<file path="config.mk">
export PLATFORM = sky130hd
export DESIGN_NAME = pxd_ctrl
export DESIGN_NICKNAME = d
export VERILOG_FILES = /design/src/hdl/pxd_pkg.sv /design/src/hdl/pxd_ctrl.sv
export SDC_FILE = /design/constraint.sdc
export NUM_CORES = 1
export LEC_CHECK = 0
export ABC_AREA = 1
export ABC_CLOCK_PERIOD_IN_PS = 2100
export CAP_MARGIN = 30
export CORE_AREA = 2 2 39 41
export CTS_CLUSTER_DIAMETER = 30
export DETAILED_ROUTE_END_ITERATION = 10
export DIE_AREA = 0 0 41 43
export DONT_BUFFER_PORTS = 1
export HOLD_SLACK_MARGIN = 0.1
export PLACE_DENSITY = 0.43
export RECOVER_POWER = 100
export SLEW_MARGIN = 20
export SYNTH_ARGS = -nofsm -noshare
export SYNTH_HDL_FRONTEND = slang
export SYNTH_SLANG_ARGS = --single-unit
</file>
<file path="constraint.sdc">
create_clock -name clk -period 2.1 [get_ports clk]
set_clock_uncertainty 0.15 [all_clocks]
set_input_delay 0.105 -clock clk [delete_from_list [all_inputs] [get_ports clk]]
set_output_delay 0.105 -clock clk [all_outputs]
set_load 0.02 [all_outputs]
</file>
<file path="src/hdl/pxd_pkg.sv">
// Package for the XPM palette pixel decoder.
// Holds the payload and control types, the function, kind, status and register codes
// and the hex digit decoder. No dependencies.
`timescale 1ns / 1ps

package pxd_pkg;

  localparam logic [1:0] FUNC_CLEAR  = 2'd0;
  localparam logic [1:0] FUNC_DEFINE = 2'd1;
  localparam logic [1:0] FUNC_PIXEL  = 2'd2;

  localparam logic [1:0] KIND_HEX  = 2'd0;
  localparam logic [1:0] KIND_NONE = 2'd1;

  localparam logic [2:0] STAT_OK       = 3'd0;
  localparam logic [2:0] STAT_BAD_HEX  = 3'd1;
  localparam logic [2:0] STAT_NO_COLOR = 3'd2;
  localparam logic [2:0] STAT_UNDEF    = 3'd3;
  localparam logic [2:0] STAT_TOO_MANY = 3'd4;

  localparam logic [1:0] REG_CPP    = 2'd0;
  localparam logic [1:0] REG_COLORS = 2'd1;
  localparam logic [1:0] REG_WIDTH  = 2'd2;
  localparam logic [1:0] REG_HEIGHT = 2'd3;

  localparam int unsigned EPOCH_W = 4;
  localparam logic [4:0] HEX_BAD = 5'd16;

  typedef struct packed {
    logic [1:0]  chars_per_pixel;
    logic [10:0] color_count;
    logic [11:0] image_width;
    logic [11:0] image_height;
  } cfg_t;

  typedef struct packed {
    logic [1:0] func;
    logic [7:0] key_first;
    logic [7:0] key_second;
    logic [1:0] color_kind;
    logic [7:0] red_high_char;
    logic [7:0] red_low_char;
    logic [7:0] green_high_char;
    logic [7:0] green_low_char;
    logic [7:0] blue_high_char;
    logic [7:0] blue_low_char;
  } item_t;

  typedef struct packed {
    logic [7:0] red;
    logic [7:0] green;
    logic [7:0] blue;
    logic [7:0] alpha;
    logic [2:0] status;
    logic       last_pixel;
  } result_t;

  typedef struct packed {
    logic capture;
    logic quot;
    logic rem;
    logic exec;
    logic look;
    logic sweep;
    logic load;
  } cmd_t;

  typedef struct packed {
    logic is_pixel;
    logic clear_wrap;
    logic sweep_last;
    logic out_busy;
  } stat_t;

  function automatic logic [4:0] hex_value(input logic [7:0] c);
    logic [4:0] v;
    v = HEX_BAD;
    if (c >= 8'h30 && c <= 8'h39) begin
      v = 5'(c - 8'h30);
    end else if (c >= 8'h61 && c <= 8'h66) begin
      v = 5'(c - 8'h57);
    end else if (c >= 8'h41 && c <= 8'h46) begin
      v = 5'(c - 8'h37);
    end
    return v;
  endfunction

endpackage

</file>
<file path="src/hdl/pxd_ctrl.sv">
// Controller of the XPM palette pixel decoder: sequences key table clearing, key
// index, execute, lookup and result load. Drives pxd_dp; uses pxd_pkg.
`timescale 1ns / 1ps

module pxd_ctrl (
  input  logic           clk,
  input  logic           rst,
  input  logic           in_valid,
  output logic           in_ready,
  input  pxd_pkg::stat_t stat,
  output pxd_pkg::cmd_t  cmd
);

  localparam logic [2:0] ST_SWEEP = 3'd0;
  localparam logic [2:0] ST_IDLE  = 3'd1;
  localparam logic [2:0] ST_QUOT  = 3'd2;
  localparam logic [2:0] ST_REM   = 3'd3;
  localparam logic [2:0] ST_EXEC  = 3'd4;
  localparam logic [2:0] ST_LOOK  = 3'd5;
  localparam logic [2:0] ST_DONE  = 3'd6;

  logic [2:0] state, state_next;
  logic       from_clear, from_clear_next;

  always_comb begin
    state_next      = state;
    from_clear_next = from_clear;
    cmd             = '0;
    in_ready        = 1'b0;
    case (state)
      ST_SWEEP: begin
        cmd.sweep = 1'b1;
        if (stat.sweep_last) begin
          state_next      = from_clear ? ST_DONE : ST_IDLE;
          from_clear_next = 1'b0;
        end
      end
      ST_IDLE: begin
        in_ready    = 1'b1;
        cmd.capture = in_valid;
        if (in_valid) begin
          state_next = ST_QUOT;
        end
      end
      ST_QUOT: begin
        cmd.quot   = 1'b1;
        state_next = ST_REM;
      end
      ST_REM: begin
        cmd.rem    = 1'b1;
        state_next = ST_EXEC;
      end
      ST_EXEC: begin
        cmd.exec = 1'b1;
        if (stat.is_pixel) begin
          state_next = ST_LOOK;
        end else if (stat.clear_wrap) begin
          state_next      = ST_SWEEP;
          from_clear_next = 1'b1;
        end else begin
          state_next = ST_DONE;
        end
      end
      ST_LOOK: begin
        cmd.look   = 1'b1;
        state_next = ST_DONE;
      end
      ST_DONE: begin
        if (!stat.out_busy) begin
          cmd.load   = 1'b1;
          state_next = ST_IDLE;
        end
      end
      default: begin
        state_next = ST_IDLE;
      end
    endcase
  end

  always_ff @(posedge clk) begin
    if (rst) begin
      state      <= ST_SWEEP;
      from_clear <= 1'b0;
    end else begin
      state      <= state_next;
      from_clear <= from_clear_next;
    end
  end

  a_accept_starts: assert property (@(posedge clk) disable iff (rst)
    in_valid && in_ready |=> state == ST_QUOT)
    else $error("accepted item did not start the key index step");

  a_one_cmd: assert property (@(posedge clk) disable iff (rst)
    $onehot0({cmd.capture, cmd.quot, cmd.rem, cmd.exec, cmd.look, cmd.sweep, cmd.load}))
    else $error("more than one datapath command at once");

  a_no_accept_in_sweep: assert property (@(posedge clk) disable iff (rst)
    cmd.sweep |-> !in_ready)
    else $error("input ready during key table sweep");

  a_load_frees: assert property (@(posedge clk) disable iff (rst)
    cmd.load |-> !stat.out_busy ##1 state == ST_IDLE)
    else $error("result loaded while output held");

endmodule

</file>
==> impl_metrics.prom <==
# TYPE chip_impl_metric gauge
chip_impl_metric{name="setup_tns",unit="ps"} 0
chip_impl_metric{name="max_cap_viol_count",unit=""} 0
chip_impl_metric{name="power",unit="uW"} 693
chip_impl_metric{name="floorplan.rows",unit=""} 14
chip_impl_metric{name="detail_route.wirelength",unit="um"} 915
chip_impl_metric{name="grt_util_met1",unit=""} 0.183
chip_impl_info{name="rsz_0062_raised_after_global_routing",value="false"} 1
chip_impl_metric{name="fp.dieArea",unit="um^2"} 1760
chip_impl_info{name="global_route.peak_usage_layer",value="met2"} 1
chip_impl_info{name="critPathLaunchType",value="flip-flop"} 1
chip_impl_metric{name="drt_antenna_net_count",unit=""} 0
chip_impl_metric{name="initialDrtViolationCount",unit=""} 9
chip_impl_metric{name="numCtsBuffers",unit=""} 3
chip_impl_metric{name="grt_use_met2",unit=""} 0.194
chip_impl_metric{name="synth.cell_area",unit="um^2"} 360
chip_impl_metric{name="route.vias.total",unit=""} 405
chip_impl_metric{name="seq_area_frac_synth",unit=""} 0.222
chip_impl_metric{name="globalRouteTotalUtil",unit=""} 0.142
chip_impl_metric{name="setup_viol",unit=""} 0
chip_impl_metric{name="route.detailed.drc",unit=""} 0
chip_impl_metric{name="clk_latency",unit="ps"} 230
chip_impl_metric{name="clkSinkCount",unit=""} 4
chip_impl_metric{name="drive_above_1_share",unit=""} 0.171
chip_impl_metric{name="first_global_vias",unit=""} 387
chip_impl_metric{name="synth_area_per_cell",unit="um^2"} 6.01
chip_impl_metric{name="power_leakage",unit="uW"} 0.000233
chip_impl_info{name="holdCritPathClass",value="in2out"} 1
chip_impl_metric{name="route.detailed.wl_per_inst",unit="um"} 10.6
chip_impl_metric{name="timing.critical_path.buf_inv",unit=""} 2
chip_impl_metric{name="postSynthCellCount",unit=""} 60
chip_impl_info{name="critPathSlowestCell",value="dlygate4sd3_1"} 1
chip_impl_metric{name="p_per_area",unit="nW/um^2"} 1480
chip_impl_metric{name="post-route-worst-setup-slack",unit="ps"} 191
chip_impl_info{name="worstPathCellList",value="inv_2 > nand3_1 > nor2_1 > nor2_1 > nand2_1 > a21oi_1 > dlygate4sd3_1"} 1
chip_impl_metric{name="slowest_delay",unit="ps"} 560
chip_impl_info{name="cts_tree",value="done"} 1
chip_impl_metric{name="yosysWarningCount",unit=""} 0
chip_impl_metric{name="floorplan.core_area",unit="um^2"} 1380
chip_impl_metric{name="number_of_nets_in_the_finished_design",unit=""} 79
chip_impl_metric{name="synth-seq-cells",unit=""} 4
chip_impl_metric{name="worst-path-max-fanout",unit=""} 7
chip_impl_info{name="critPathKind",value="reg2reg"} 1
chip_impl_metric{name="antenna_found_initial",unit=""} 0
chip_impl_info{name="status",value="finished, final reports clean"} 1
chip_impl_metric{name="grt_remaining_overflow",unit=""} 0
chip_impl_metric{name="placedInstanceArea",unit="um^2"} 354
chip_impl_metric{name="dpl.hpwl",unit="um"} 682
chip_impl_metric{name="worst_ir_drop_vdd",unit="uV"} 547
chip_impl_metric{name="drv_slew",unit=""} 0
chip_impl_metric{name="detail_route.vias_per_cell",unit=""} 4.71
chip_impl_metric{name="timing.final.hold_violations",unit=""} 0
chip_impl_metric{name="worst_ep_required",unit="ps"} 2120
chip_impl_metric{name="timing.fmax",unit="MHz"} 524
chip_impl_metric{name="slew_headroom",unit=""} 0.564
chip_impl_info{name="most_frequent_cells_in_the_layout",value="11 x nand2_1, 11 x nor2_1, 10 x dlygate4sd3_1, 7 x nand3_1, 6 x inv_1"} 1
chip_impl_metric{name="die_extent_in_y",unit="um"} 43
chip_impl_metric{name="unique_masters_post_synth",unit=""} 17
chip_impl_metric{name="initial_core_util",unit=""} 0.260
chip_impl_metric{name="grt_pass1_wl",unit="mm"} 1.66
chip_impl_metric{name="final.min_clock_period",unit="ps"} 1910
chip_impl_metric{name="gpl.final_weighted_congestion",unit=""} 0.771
chip_impl_metric{name="num_io_pins",unit=""} 15
chip_impl_metric{name="cts_htree_levels",unit=""} 1
chip_impl_metric{name="pin_slew_with_the_least_headroom_to_its_limit",unit="ps"} 649
chip_impl_info{name="cpMostUsedCell",value="nor2_1"} 1
chip_impl_metric{name="post-route-cell-area",unit="um^2"} 469
chip_impl_metric{name="layout_overhead_on_the_synthesized_area",unit="%"} 30.2
chip_impl_metric{name="cts_buffer_depth",unit=""} 2
chip_impl_metric{name="antenna_cells_inserted",unit=""} 0
chip_impl_metric{name="post-route-period-util",unit=""} 0.909
chip_impl_metric{name="syn_nets",unit=""} 67
chip_impl_metric{name="grt.met3_usage",unit=""} 0.0366
chip_impl_metric{name="grt_start_max_net_pins",unit=""} 10
chip_impl_info{name="clock-root-buffer",value="clkbuf_4"} 1
chip_impl_metric{name="final.fill_count",unit=""} 162
chip_impl_info{name="timing.critical_path.to_type",value="flip-flop"} 1
chip_impl_metric{name="drt_pre_antenna_iters",unit=""} 4
chip_impl_metric{name="clk_pin_slew",unit="ps"} 30
chip_impl_metric{name="io_buffers",unit=""} 0
chip_impl_metric{name="dieWidth",unit="um"} 41
chip_impl_metric{name="pre_cts_slack",unit="ps"} 654
chip_impl_info{name="timing.critical_path.max_delay_family",value="buffers and inverters"} 1
chip_impl_metric{name="worst_ep_arrival_time",unit="ps"} 1930
power breakdown:
group	internal, uW	total, uW	switching (uW)	leakage (uW)
logic	178	428	250	0.000186
clock network	63.5	89.8	26.2	0.0000138
registers	112	175	63.2	0.0000336
cells in the mapped netlist:
master    instances  area, um^2
nand2_1          11        41.3
nor2_4            1        11.3
nor2_2            3        18.8
dfxtp_1           4        80.1
nand3_1           6        30.0
o21bai_1          1        7.51
nand2_2           1        6.26
buf_6             1        11.3
nor3_1            3        15.0
nand3_2           2        20.0
inv_2             3        11.3
a21oi_1           5        25.0
nand4_1           1        6.26
o21ai_0           1        5.00
buf_4             2        15.0
nor2_1            9        33.8
inv_1             6        22.5
metrics by stage:
| step | hold slack, ps | cells | utilization |
|---|---|---|---|
| 4_1_cts | 150 | 86 | 0.344 |
| 2_1_floorplan | 24.1 | 60 | - |
| 3_5_place_dp | 30.3 | 73 | 0.256 |
| 5_1_grt | 156 | 86 | 0.339 |
| 3_3_place_gp | 27.2 | 73 | 0.256 |
| 6_report | 150 | 86 | 0.339 |
flip-flops by register name, summed over array words and instances, names as in the netlist:
register	flops
from_clear	1
state	3
final timing paths:
| kind | startpoint | slack (ps) | end | cells past startpoint |
|---|---|---|---|---|
| setup / recovery | state[1] | 190 | state[1] | 7 |
| hold / removal | stat[0] | 150 | cmd[0] | 1 |
| setup reg to reg | state[1] | 190 | state[1] | 7 |
| hold reg to reg | from_clear | 350 | from_clear | 2 |
area by class of cell:
type,count,area (um^2),share of cell area
multi-input cells,44,210,0.448
flip-flops and latches,4,82.6,0.176
well taps,16,20.0,0.0427
repair buffers,10,100,0.213
inverters,9,33.8,0.0720
clock buffers,3,22.5,0.0480
layer usage:
metal / vias up / wire length (um) / share of wire
met3: 2 / 59 / 0.064
met5: - / 0 / 0
li1: 212 / - / -
met2: 16 / 470 / 0.51
met4: 0 / 10 / 0.011
met1: 175 / 375 / 0.41
repair_timing:
item	CTS	global route
hold buffers	10	0
resized for setup	0	2
endpoints found under the setup margin	0	3
setup buffers	0	0
hold endpoints to repair	4	0
logic make-up (layout without fill, tap and decap cells):
kind of cell | Yosys count | in the layout | share of synthesized area
compound gates | 7 | 7 | 0.104
buf+inv | 12 | 22 | 0.167
simple gates | 37 | 37 | 0.507
flops | 4 | 4 | 0.222
(Power assumes the default switching activity.)
