File: config.mk
export PLATFORM = sky130hd
export DESIGN_NAME = pxd_cfg
export DESIGN_NICKNAME = d
export VERILOG_FILES = /design/src/hdl/pxd_pkg.sv /design/src/hdl/pxd_cfg.sv
export SDC_FILE = /design/constraint.sdc
export NUM_CORES = 1
export LEC_CHECK = 0
export CORE_UTILIZATION = 45
export CTS_CLUSTER_SIZE = 28
export DETAILED_ROUTE_END_ITERATION = 7
export DONT_BUFFER_PORTS = 1
export MAX_ROUTING_LAYER = met4
export SLEW_MARGIN = 20
export SYNTH_ARGS = -nofsm -noshare
export SYNTH_HDL_FRONTEND = slang
export SYNTH_SLANG_ARGS = --single-unit
File: constraint.sdc
create_clock -name clk -period 2.8 [get_ports clk]
set_input_delay 0.28 -clock clk [delete_from_list [all_inputs] [get_ports clk]]
set_output_delay 0.28 -clock clk [all_outputs]
set_load 0.005 [all_outputs]
File: src/hdl/pxd_pkg.sv
// Package for the XPM palette pixel decoder.
// Holds the payload and control types, the function, kind, status and register codes
// and the hex digit decoder. No dependencies.
`timescale 1ns / 1ps

package pxd_pkg;

  localparam logic [1:0] FUNC_CLEAR  = 2'd0;
  localparam logic [1:0] FUNC_DEFINE = 2'd1;
  localparam logic [1:0] FUNC_PIXEL  = 2'd2;

  localparam logic [1:0] KIND_HEX  = 2'd0;
  localparam logic [1:0] KIND_NONE = 2'd1;

  localparam logic [2:0] STAT_OK       = 3'd0;
  localparam logic [2:0] STAT_BAD_HEX  = 3'd1;
  localparam logic [2:0] STAT_NO_COLOR = 3'd2;
  localparam logic [2:0] STAT_UNDEF    = 3'd3;
  localparam logic [2:0] STAT_TOO_MANY = 3'd4;

  localparam logic [1:0] REG_CPP    = 2'd0;
  localparam logic [1:0] REG_COLORS = 2'd1;
  localparam logic [1:0] REG_WIDTH  = 2'd2;
  localparam logic [1:0] REG_HEIGHT = 2'd3;

  localparam int unsigned EPOCH_W = 4;
  localparam logic [4:0] HEX_BAD = 5'd16;

  typedef struct packed {
    logic [1:0]  chars_per_pixel;
    logic [10:0] color_count;
    logic [11:0] image_width;
    logic [11:0] image_height;
  } cfg_t;

  typedef struct packed {
    logic [1:0] func;
    logic [7:0] key_first;
    logic [7:0] key_second;
    logic [1:0] color_kind;
    logic [7:0] red_high_char;
    logic [7:0] red_low_char;
    logic [7:0] green_high_char;
    logic [7:0] green_low_char;
    logic [7:0] blue_high_char;
    logic [7:0] blue_low_char;
  } item_t;

  typedef struct packed {
    logic [7:0] red;
    logic [7:0] green;
    logic [7:0] blue;
    logic [7:0] alpha;
    logic [2:0] status;
    logic       last_pixel;
  } result_t;

  typedef struct packed {
    logic capture;
    logic quot;
    logic rem;
    logic exec;
    logic look;
    logic sweep;
    logic load;
  } cmd_t;

  typedef struct packed {
    logic is_pixel;
    logic clear_wrap;
    logic sweep_last;
    logic out_busy;
  } stat_t;

  function automatic logic [4:0] hex_value(input logic [7:0] c);
    logic [4:0] v;
    v = HEX_BAD;
    if (c >= 8'h30 && c <= 8'h39) begin
      v = 5'(c - 8'h30);
    end else if (c >= 8'h61 && c <= 8'h66) begin
      v = 5'(c - 8'h57);
    end else if (c >= 8'h41 && c <= 8'h46) begin
      v = 5'(c - 8'h37);
    end
    return v;
  endfunction

endpackage

File: src/hdl/pxd_cfg.sv
// APB register file of the XPM palette pixel decoder.
// Holds chars_per_pixel, color_count, image_width and image_height; uses pxd_pkg.
`timescale 1ns / 1ps

module pxd_cfg (
  input  logic          clk,
  input  logic          rst,
  input  logic          psel,
  input  logic          penable,
  input  logic          pwrite,
  input  logic [3:0]    paddr,
  input  logic [31:0]   pwdata,
  output logic [31:0]   prdata,
  output logic          pready,
  output pxd_pkg::cfg_t cfg
);

  logic wr_en;

  assign pready = 1'b1;
  assign wr_en  = psel && penable && pwrite && pready;

  always_ff @(posedge clk) begin
    if (rst) begin
      cfg.chars_per_pixel <= 2'd1;
      cfg.color_count     <= '0;
      cfg.image_width     <= '0;
      cfg.image_height    <= '0;
    end else if (wr_en) begin
      case (paddr[3:2])
        pxd_pkg::REG_CPP:    cfg.chars_per_pixel <= pwdata[1:0];
        pxd_pkg::REG_COLORS: cfg.color_count     <= pwdata[10:0];
        pxd_pkg::REG_WIDTH:  cfg.image_width     <= pwdata[11:0];
        pxd_pkg::REG_HEIGHT: cfg.image_height    <= pwdata[11:0];
        default: ;
      endcase
    end
  end

  always_comb begin
    case (paddr[3:2])
      pxd_pkg::REG_CPP:    prdata = {30'd0, cfg.chars_per_pixel};
      pxd_pkg::REG_COLORS: prdata = {21'd0, cfg.color_count};
      pxd_pkg::REG_WIDTH:  prdata = {20'd0, cfg.image_width};
      pxd_pkg::REG_HEIGHT: prdata = {20'd0, cfg.image_height};
      default:             prdata = '0;
    endcase
  end

endmodule

==> out/metrics.csv, run 1 <==
stage;metric;value;unit
run_status;status;finished, final reports clean;
cts;cts_setup_buffers;0;
timing;relSlewSlack;0.423;
cts;cts_sinks;37;
cells_and_area;stdcell_area;1980;um^2
critical_path;slowest_delay;490;ps
critical_path;r2r-start;cfg[6];
cts;htreeDepth;2;
routing;route.detailed.drc;0;
cells_and_area;final_layout_size_suffix_gt1_frac;0.122;
cts;ctsResizeCount;0;
worst_hold_path;hold_class;in2reg;
floorplanning;start_util;0.483;
synthesis;seq_area_frac_synth;0.372;
global_route;antenna_found_initial;0;
cells_and_area;final_core_util;0.481;
timing;fin_worst_skew;0;ps
cts;cts_buffer_depth;2;
floorplanning;die_w;68.5;um
synthesis;synth.avg_cell_area;10.5;um^2
critical_path;worstPathBufferInverterCount;0;
power;powerDensity;539;nW/um^2
flow_run;max_cap_viol_count;0;
routing;drt_wl_total;3890;um
synthesis;yosysUniqueCellTypes;18;
timing;setup-violations-final;0;
floorplanning;io-pin-count;111;
worst_hold_path;min_to;cfg[15];
place;port_buffers;0;
timing;worstMarginPinSlew;863;ps
cts;cts_made_buffers;5;
floorplanning;num_rows;23;
routing;via_per_inst;5.32;
cells_and_area;top_register;cfg;
critical_path;cp_num_cells;1;
timing;rsz0062_at_grt;false;
critical_path;worstPathRequired;2520;ps
global_route;grt_max_degree;51;
place;place.gp.congestion;0.670;
cells_and_area;diodes;0;
critical_path;r2r_end;cfg[6];
place;placed_area;1860;um^2
critical_path;crit_path_start_kind;flip-flop;
place;placed_cells;223;
cells_and_area;fin_cells;231;
global_route;grt_pass1_wl;5730;um
synthesis;ys_ff_latch;37;
critical_path;crit_chain;mux4_2;
cells_and_area;reg_top3;cfg x37;
routing;first_iter_violations;46;
place;dp_hpwl;2590;um
cells_and_area;mostFrequentLayoutCells;48 x nand2b_1, 38 x mux2i_1, 37 x dfxtp_1;
floorplanning;die_h;68.5;um
floorplanning;coreArea;4120;um^2
critical_path;critical_path_class;reg2out;
cts;ctsHoldBuffers;0;
cells_and_area;areaGrowthSynthToFinish;-0.440;%
critical_path;r2r_cells;2;
worst_hold_path;worstHoldStart;rst;
synthesis;netlist_area;1990;um^2
critical_path;r2r_slack;2120;ps
critical_path;cpMaxStageDelayCell;mux4_2;
routing;drt_pass1_iterations;4;
cts;cts_root_buffer;clkbuf_8;
routing;ant_nets;0;
timing;drv_slew;0;
critical_path;cp-startpoint;cfg[0];
timing;fmax;720;MHz
cts;cts_tree;built;
critical_path;critPathArrivalTime;1110;ps
power;power;0.00107;W
global_route;grtUsageTotal;0.179;
synthesis;syn_inst;189;
critical_path;end_kind;output port;
power;power.leakage;0.888;nW
critical_path;cp_max_fo;3;
cells_and_area;final_common_cell;nand2b_1;
power;ir_drop;0.000342;V
synthesis;ys_warn_count;0;
routing;wl_per_cell;16.8;um
timing;fin_crit_sh;0.496;
global_route;first_global_vias;1171;
timing;finalHoldViolations;0;
cts;clkTransAtPathRegs;70;ps
timing;fin_crit;1390;ps
critical_path;cp_top_family;multiplexers;
worst_hold_path;min_path_cells;2;
routing;vias;1228;
floorplanning;die_area;4690;um^2
cts;worstSkewPairLatency;280;ps
cells_and_area;fin_nets;221;
timing;setup_tns;0;ps
cells_and_area;largest_register_ff_count;37;
global_route;grt_overflow_total;0;
==> power by group <==
part / switching [W] / internal, W
Clock: 0.000181 / 0.000290
Sequential: 0.00000682 / 0.000533
Combinational: 0.0000265 / 0.0000297
Total: 0.000214 / 0.000853
==> routing by layer <==
metal | vias up | track usage | wire length [um]
met5 | - | - | 0
met4 | 0 | 0.0547 | 25
met3 | 4 | 0.0740 | 340
met2 | 73 | 0.279 | 1860
met1 | 572 | 0.209 | 1660
li1 | 579 | - | -
==> area by class of cell <==
cell class                      count  area, um^2
Multi-Input combinational cell    136        1060
Clock buffer                        7        86.3
Sequential cell                    37         741
Fill cell                         383        2130
Clock inverter                      1        30.0
Tap cell                           50        62.6
==> metrics by stage <==
stage,hold slack (ps),worst slack (ps)
2_1_floorplan,447,1470
3_3_place_gp,451,1220
3_5_place_dp,474,1210
4_1_cts,160,1400
5_1_grt,165,1360
6_report,179,1410
==> cell families after synthesis <==
group           count (synthesis)  share of synthesized area
mux                            49                      0.265
flops                          37                      0.372
other cells                     2                    0.00377
buf+inv                        35                      0.130
simple gates                   57                      0.189
compound gates                  9                     0.0396
==> Yosys cell counts (all sizes together) <==
library cell,count,area share
nand3,1,0.0025
conb,2,0.0038
mux2i,38,0.19
a22o,9,0.040
and3,1,0.0057
nand2,1,0.0057
nor3b,1,0.0063
buf,29,0.12
dfxtp,37,0.37
nor2,2,0.0038
mux4,2,0.023
nand2b,48,0.15
and3b,1,0.0044
clkbuf,6,0.011
nor2b,2,0.010
mux2,9,0.051
==> worst max path at each step <==
stage / endpoint / slack, ps
final: prdata[0] / 1410
after global routing: prdata[0] / 1360
after CTS: prdata[0] / 1400
after detailed placement: cfg[6] / 1210
after global placement: cfg[6] / 1220
after floorplan: prdata[10] / 1470
(Power assumes the default switching activity.)
==> run 2, diff against run 1 <==
--- a/config.mk
+++ b/config.mk
@@ -5,6 +5,7 @@
 export SDC_FILE = /design/constraint.sdc
 export NUM_CORES = 1
 export LEC_CHECK = 0
+export ABC_AREA = 1
 export CORE_UTILIZATION = 45
 export CTS_CLUSTER_SIZE = 28
 export DETAILED_ROUTE_END_ITERATION = 7
==> constraint.sdc (replaced) <==
create_clock -name clk -period 1.2 [get_ports clk]
set_input_delay 0.12 -clock clk [delete_from_list [all_inputs] [get_ports clk]]
set_output_delay 0.12 -clock clk [all_outputs]
set_load 0.005 [all_outputs]
==> out/metrics.csv, run 2 <==
stage;metric;value;unit;change
critical_path;worstPathRequired;1080;ps;-1440 ps
synthesis;ys_top_cells_by_area;dfxtp_1 38%, nand2_1 15%, nor2_1 14%, nand3_1 12%, buf_4 9.6%;;
cts;cts_sinks;37;;unchanged
synthesis;synth_compound_area_frac;0.00702;;-0.0326
power;powerDensity;1290;nW/um^2;+140%
cts;ctsResizeCount;0;;unchanged
cells_and_area;top_register;cfg;;
worst_hold_path;hold_class;in2reg;;
place;port_buffers;0;;unchanged
routing;wl_met2;2140;um;+15%
cts;cts_tree;built;;
synthesis;synth-xor-area-share;0;;unchanged
cts;worstSkewPairLatency;290;ps;about the same
global_route;grt_overflow_total;0;;unchanged
power;power.leakage;0.921;nW;+3.6%
routing;wl_met3;264;um;-22%
cells_and_area;largest_register_ff_count;37;;unchanged
routing;ant_nets;0;;unchanged
floorplanning;die_w;68.0;um;-0.67%
cts;htreeDepth;2;;unchanged
routing;first_iter_violations;74;;+61%
floorplanning;start_util;0.480;;-0.00333
routing;wl_met1;1990;um;+20%
power;power;0.00265;W;+150%
global_route;grt_max_degree;37;;-27%
timing;hold_ws;75.7;ps;-104 ps
place;dp_slack;221;ps;-991 ps
timing;drv_slew;0;;unchanged
critical_path;cp_max_fo;3;;unchanged
routing;drt_pass1_iterations;4;;unchanged
synthesis;seq_area_frac_synth;0.378;;+0.00522
routing;wl_per_cell;12.6;um;-25%
synthesis;yosysUniqueCellTypes;17;;-1
synthesis;synthTopCellsByCount;76 x nand2_1, 75 x nor2_1, 47 x nand3_1;;
synthesis;post-synth-top-area-cell;dfxtp_1;;
critical_path;crit_path_start_kind;flip-flop;;
critical_path;critical_path_class;reg2out;;
place;dp_hpwl;3080;um;+19%
timing;fin_crit_sh;0.846;;
synthesis;ys_ff_latch;37;;unchanged
timing;rsz0062_at_grt;false;;
place;place.gp.congestion;0.749;;+12%
synthesis;synth_fa_ha_area_frac;0;;unchanged
synthesis;ys_warn_count;0;;unchanged
cells_and_area;final_common_cell;nand2_1;;
cells_and_area;mostFrequentLayoutCells;76 x nand2_1, 75 x nor2_1, 47 x nand3_1;;
synthesis;synthFlopType;dfxtp_1;;
cts;cts_root_buffer;clkbuf_8;;
synthesis;yosysMostFrequentCell;nand2_1;;
synthesis;synthSimpleGateAreaFrac;0.445;;+0.255
timing;fin_crit;1010;ps;
cts;cts_made_buffers;5;;unchanged
cts;clkTransAtPathRegs;70;ps;about the same
run_status;status;finished, final reports clean;;
synthesis;syn_inst;300;;+59%
cts;cts_buffer_depth;2;;unchanged
synthesis;synth.avg_cell_area;6.54;um^2;-38%
timing;finalWorstSetupSlack;185;ps;-1230 ps
synthesis;synth_top_family_by_area;simple AND/OR/NAND/NOR gates;;
timing;fin_worst_skew;0;ps;unchanged
critical_path;end_kind;output port;;
floorplanning;io-pin-count;111;;unchanged
routing;highest_layer;met4;;
global_route;antenna_found_initial;0;;unchanged
synthesis;netlist_area;1960;um^2;-1.4%
power;ir_drop;0.000600;V;+75%
floorplanning;die_area;4630;um^2;-1.3%
global_route;grtUsageTotal;0.207;;+0.0278
timing;fmax;985;MHz;
synthesis;synth.area.mux_share;0;;-0.265
routing;via_per_inst;4.85;;-8.8%
critical_path;critPathArrivalTime;890;ps;-220 ps
routing;route.detailed.drc;0;;unchanged
routing;vias;1696;;+38%
floorplanning;die_h;68.0;um;-0.67%
cells_and_area;final_layout_size_suffix_gt1_frac;0.0833;;-0.0382
synthesis;synth_edf_count;0;;unchanged
global_route;first_global_vias;1467;;+25%
synthesis;synth_top_cell_area_share;0.378;;+0.00522
timing;finalHoldViolations;0;;unchanged
cells_and_area;fin_nets;340;;+54%
floorplanning;num_rows;23;;unchanged
cells_and_area;areaGrowthSynthToFinish;4.78;%;
routing;drt_wl_total;4420;um;+14%
cells_and_area;reg_top3;cfg x37;;
timing;setup_tns;0;ps;unchanged
global_route;grt_pass1_wl;6870;um;+20%
floorplanning;coreArea;4090;um^2;-0.70%
synthesis;synth_async_sr_flop_share;0;;unchanged
timing;setup-violations-final;0;;unchanged
flow_run;max_cap_viol_count;0;;unchanged
cells_and_area;diodes;0;;unchanged
-- run 2: worst paths after layout --
| path | start | to | slack (ps) | cells past startpoint |
|---|---|---|---|---|
| setup / recovery | cfg[1] | prdata[1] | 190 | 2 |
| hold reg to reg | cfg[20] | cfg[20] | 520 | 2 |
| setup reg to reg | cfg[1] | cfg[1] | 570 | 2 |
| hold / removal | pwdata[11] | cfg[23] | 80 | 4 |
-- run 2: layout make-up --
class / count / area, um^2
Clock buffer: 7 / 86.3
Clock inverter: 1 / 30.0
Fill cell: 455 / 2030
Inverter: 17 / 63.8
Multi-Input combinational cell: 229 / 965
Sequential cell: 37 / 741
Tap cell: 50 / 62.6
Timing Repair Buffer: 9 / 108
-- run 2: through the flow --
stage,area (um^2),std cells,utilization
after floorplan,2030,319,-
after global placement,1930,341,0.472
after detailed placement,1930,341,0.472
after CTS,2060,350,0.503
after global routing,2060,350,0.503
final,2060,350,0.503
-- run 2: what timing repair did --
item                                    4_1_cts  5_1_grt
hold buffers                                  1        0
hold endpoints to repair                      1        0
setup buffers                                 0        0
endpoints found under the setup margin        0        0
-- run 2: cells by family after synthesis --
| logic type | count (synthesis) |
|---|---|
| AOI/OAI and AO/OA | 2 |
| buffers and inverters | 53 |
| DFF | 37 |
| other | 2 |
| and+or+nand+nor | 206 |
-- run 2: report_power, final --
group	leakage (nW)	total [W]	internal (W)	switching, W
Combinational	0.563	0.000250	0.0000818	0.000169
Clock	0.0585	0.00112	0.000678	0.000439
Sequential	0.299	0.00128	0.00125	0.0000264
-- run 2: critical path, cell delays in order (launching register included) --
cell and delay, ps:
dfxtp_1 390, nand2_1 80, nand4_1 140
-- run 2: per-layer routing --
metal  up-vias  global-route usage
met3         4              0.0550
li1        881                   -
met2        53               0.331
met1       758               0.250
met4         0              0.0703
met5         -                   -
==> run 3, diff against run 2 <==
==> constraint.sdc (replaced) <==
create_clock -name clk -period 0.95 [get_ports clk]
set_input_delay 0.095 -clock clk [delete_from_list [all_inputs] [get_ports clk]]
set_output_delay 0.095 -clock clk [all_outputs]
set_load 0.005 [all_outputs]
==> out/metrics.csv, run 3 (same netlist as run 2, synthesis figures left out) <==
stage;metric;value;unit;change
cells_and_area;multiInputGateArea;977;um^2;+1.3%
run_status;status;finished, final reports clean;;
cells_and_area;fin_cells;354;;+1.1%
power;power;0.00336;W;+27%
cells_and_area;top_register;cfg;;
routing;route.detailed.drc;0;;unchanged
cells_and_area;final_core_util;0.529;;+0.0260
cells_and_area;seq_area;792;um^2;+6.9%
critical_path;crit_path_start_kind;flip-flop;;
critical_path;slowest_delay;340;ps;-50 ps
place;place.gp.congestion;0.741;;-1.1%
global_route;grtUsageMet2;0.336;;+0.00490
timing;fin_worst_skew;0;ps;unchanged
floorplanning;io-pin-count;111;;unchanged
cells_and_area;final_layout_size_suffix_gt1_frac;0.230;;+0.147
power;ir_drop;0.000714;V;+19%
global_route;grtUsageTotal;0.206;;-0.000568
cts;cts_buffer_depth;2;;unchanged
place;port_buffers;0;;unchanged
critical_path;end_kind;output port;;
floorplanning;num_rows;23;;unchanged
cts;cts_tree;built;;
critical_path;worstPathRequired;850;ps;-230 ps
routing;drt_wl_total;4470;um;+1.1%
critical_path;cp_max_fo;3;;unchanged
global_route;top_usage_layer;met2;;
global_route;first_global_vias;1493;;+1.8%
floorplanning;die_w;68.0;um;unchanged
power;powerDensity;1550;nW/um^2;+21%
floorplanning;die_area;4630;um^2;unchanged
timing;finalHoldViolations;0;;unchanged
timing;fmax;1060;MHz;
global_route;grt_overflow_total;0;;unchanged
cts;htreeDepth;2;;unchanged
cts;cts_root_buffer;clkbuf_8;;
routing;wl_per_cell;12.6;um;about the same
global_route;met3_usage;0.0617;;+0.00667
global_route;grt_pass1_wl;6820;um;-0.80%
timing;fin_crit_sh;0.992;;
critical_path;worstPathBufferInverterCount;0;;unchanged
cells_and_area;final_common_cell;nor2_1;;
routing;first_iter_violations;62;;-16%
timing;hold_ws;49.1;ps;-26.6 ps
routing;vias;1725;;+1.7%
cells_and_area;mostFrequentLayoutCells;75 x nor2_1, 73 x nand2_1, 46 x nand3_1;;
critical_path;crit_chain;a22o_1;;
cells_and_area;largest_register_ff_count;37;;unchanged
cells_and_area;reg_top3;cfg x37;;
timing;fin_crit;942;ps;
critical_path;critical_path_class;reg2out;;
floorplanning;coreArea;4090;um^2;unchanged
timing;setup-violations-final;0;;unchanged
worst_hold_path;hold_class;in2reg;;
cells_and_area;fillers;452;;-0.66%
critical_path;cp_top_family;flip-flops;;
global_route;grt_max_degree;38;;+2.7%
timing;drv_slew;0;;unchanged
global_route;grt_use_met1;0.237;;-0.0126
floorplanning;die_h;68.0;um;unchanged
place;dp_hpwl;3040;um;-1.3%
routing;via_per_inst;4.87;;+0.56%
global_route;antenna_found_initial;0;;unchanged
place;placed_cells;345;;+1.2%
power;power.leakage;0.972;nW;+5.5%
cts;cts_setup_buffers;0;;unchanged
floorplanning;start_util;0.480;;unchanged
cts;clkTransAtPathRegs;70;ps;about the same
cts;cts_made_buffers;5;;unchanged
routing;drt_pass1_iterations;4;;unchanged
critical_path;cpMaxStageDelayCell;dfxtp_2;;
flow_run;max_cap_viol_count;0;;unchanged
cells_and_area;diodes;0;;unchanged
cells_and_area;areaGrowthSynthToFinish;10.2;%;
routing;ant_nets;0;;unchanged
cts;cts_sinks;37;;unchanged
cts;worstSkewPairLatency;290;ps;about the same
cells_and_area;fin_nets;344;;+1.2%
timing;rsz0062_at_grt;true;;
critical_path;critPathArrivalTime;850;ps;-40 ps
## run 3: changes by cell type in the layout (fill, tap and decap cells not counted)
cell	before	now
buf_12	3	4
nand3_2	0	1
nand2_1	76	73
nand3_1	47	46
buf_4	5	8
dfxtp_1	37	0
dfxtp_4	0	2
nand2_2	1	4
dfxtp_2	0	35
## run 3: stage by stage
step	TNS, ps	cell area [um^2]	setup slack (ps)
floorplan	0	2030	170
global placement	0	1970	57.8
detailed placement	0	1970	37.3
CTS	0	2110	1.33
global route	-36.8	2160	-22.7
finish	0	2160	7.80
## run 3: power breakdown
group,internal (W),switching [W]
clock network,0.000856,0.000548
logic,0.000118,0.000219
registers,0.00159,0.0000336
total,0.00256,0.000801
## run 3: layout make-up
class	count	share of cell area
Multi-Input combinational cell	229	0.452
Tap cell	50	0.0289
Sequential cell	37	0.366
Clock inverter	1	0.0139
Inverter	17	0.0295
Timing Repair Buffer	13	0.0694
Clock buffer	7	0.0399
## run 3: layer usage
metal	vias to the layer above	part of all wire
met4	0	0.014
met5	-	0
met3	7	0.062
met2	55	0.48
met1	772	0.45
li1	891	-
## run 3: path summary, 6_finish.rpt
path | from | to | slack (ps) | cells after the start
max | cfg[11] | prdata[11] | 8 | 1
min | pwdata[11] | cfg[23] | 50 | 4
max reg2reg | cfg[1] | cfg[1] | 300 | 2
min reg2reg | cfg[35] | cfg[35] | 500 | 2
## run 3: timing repair
item | CTS | global route
resized for setup | 10 | 33
hold endpoints to repair | 1 | 0
hold buffers | 1 | 0
pin swaps | 1 | 1
endpoints found under the setup margin | 6 | 12
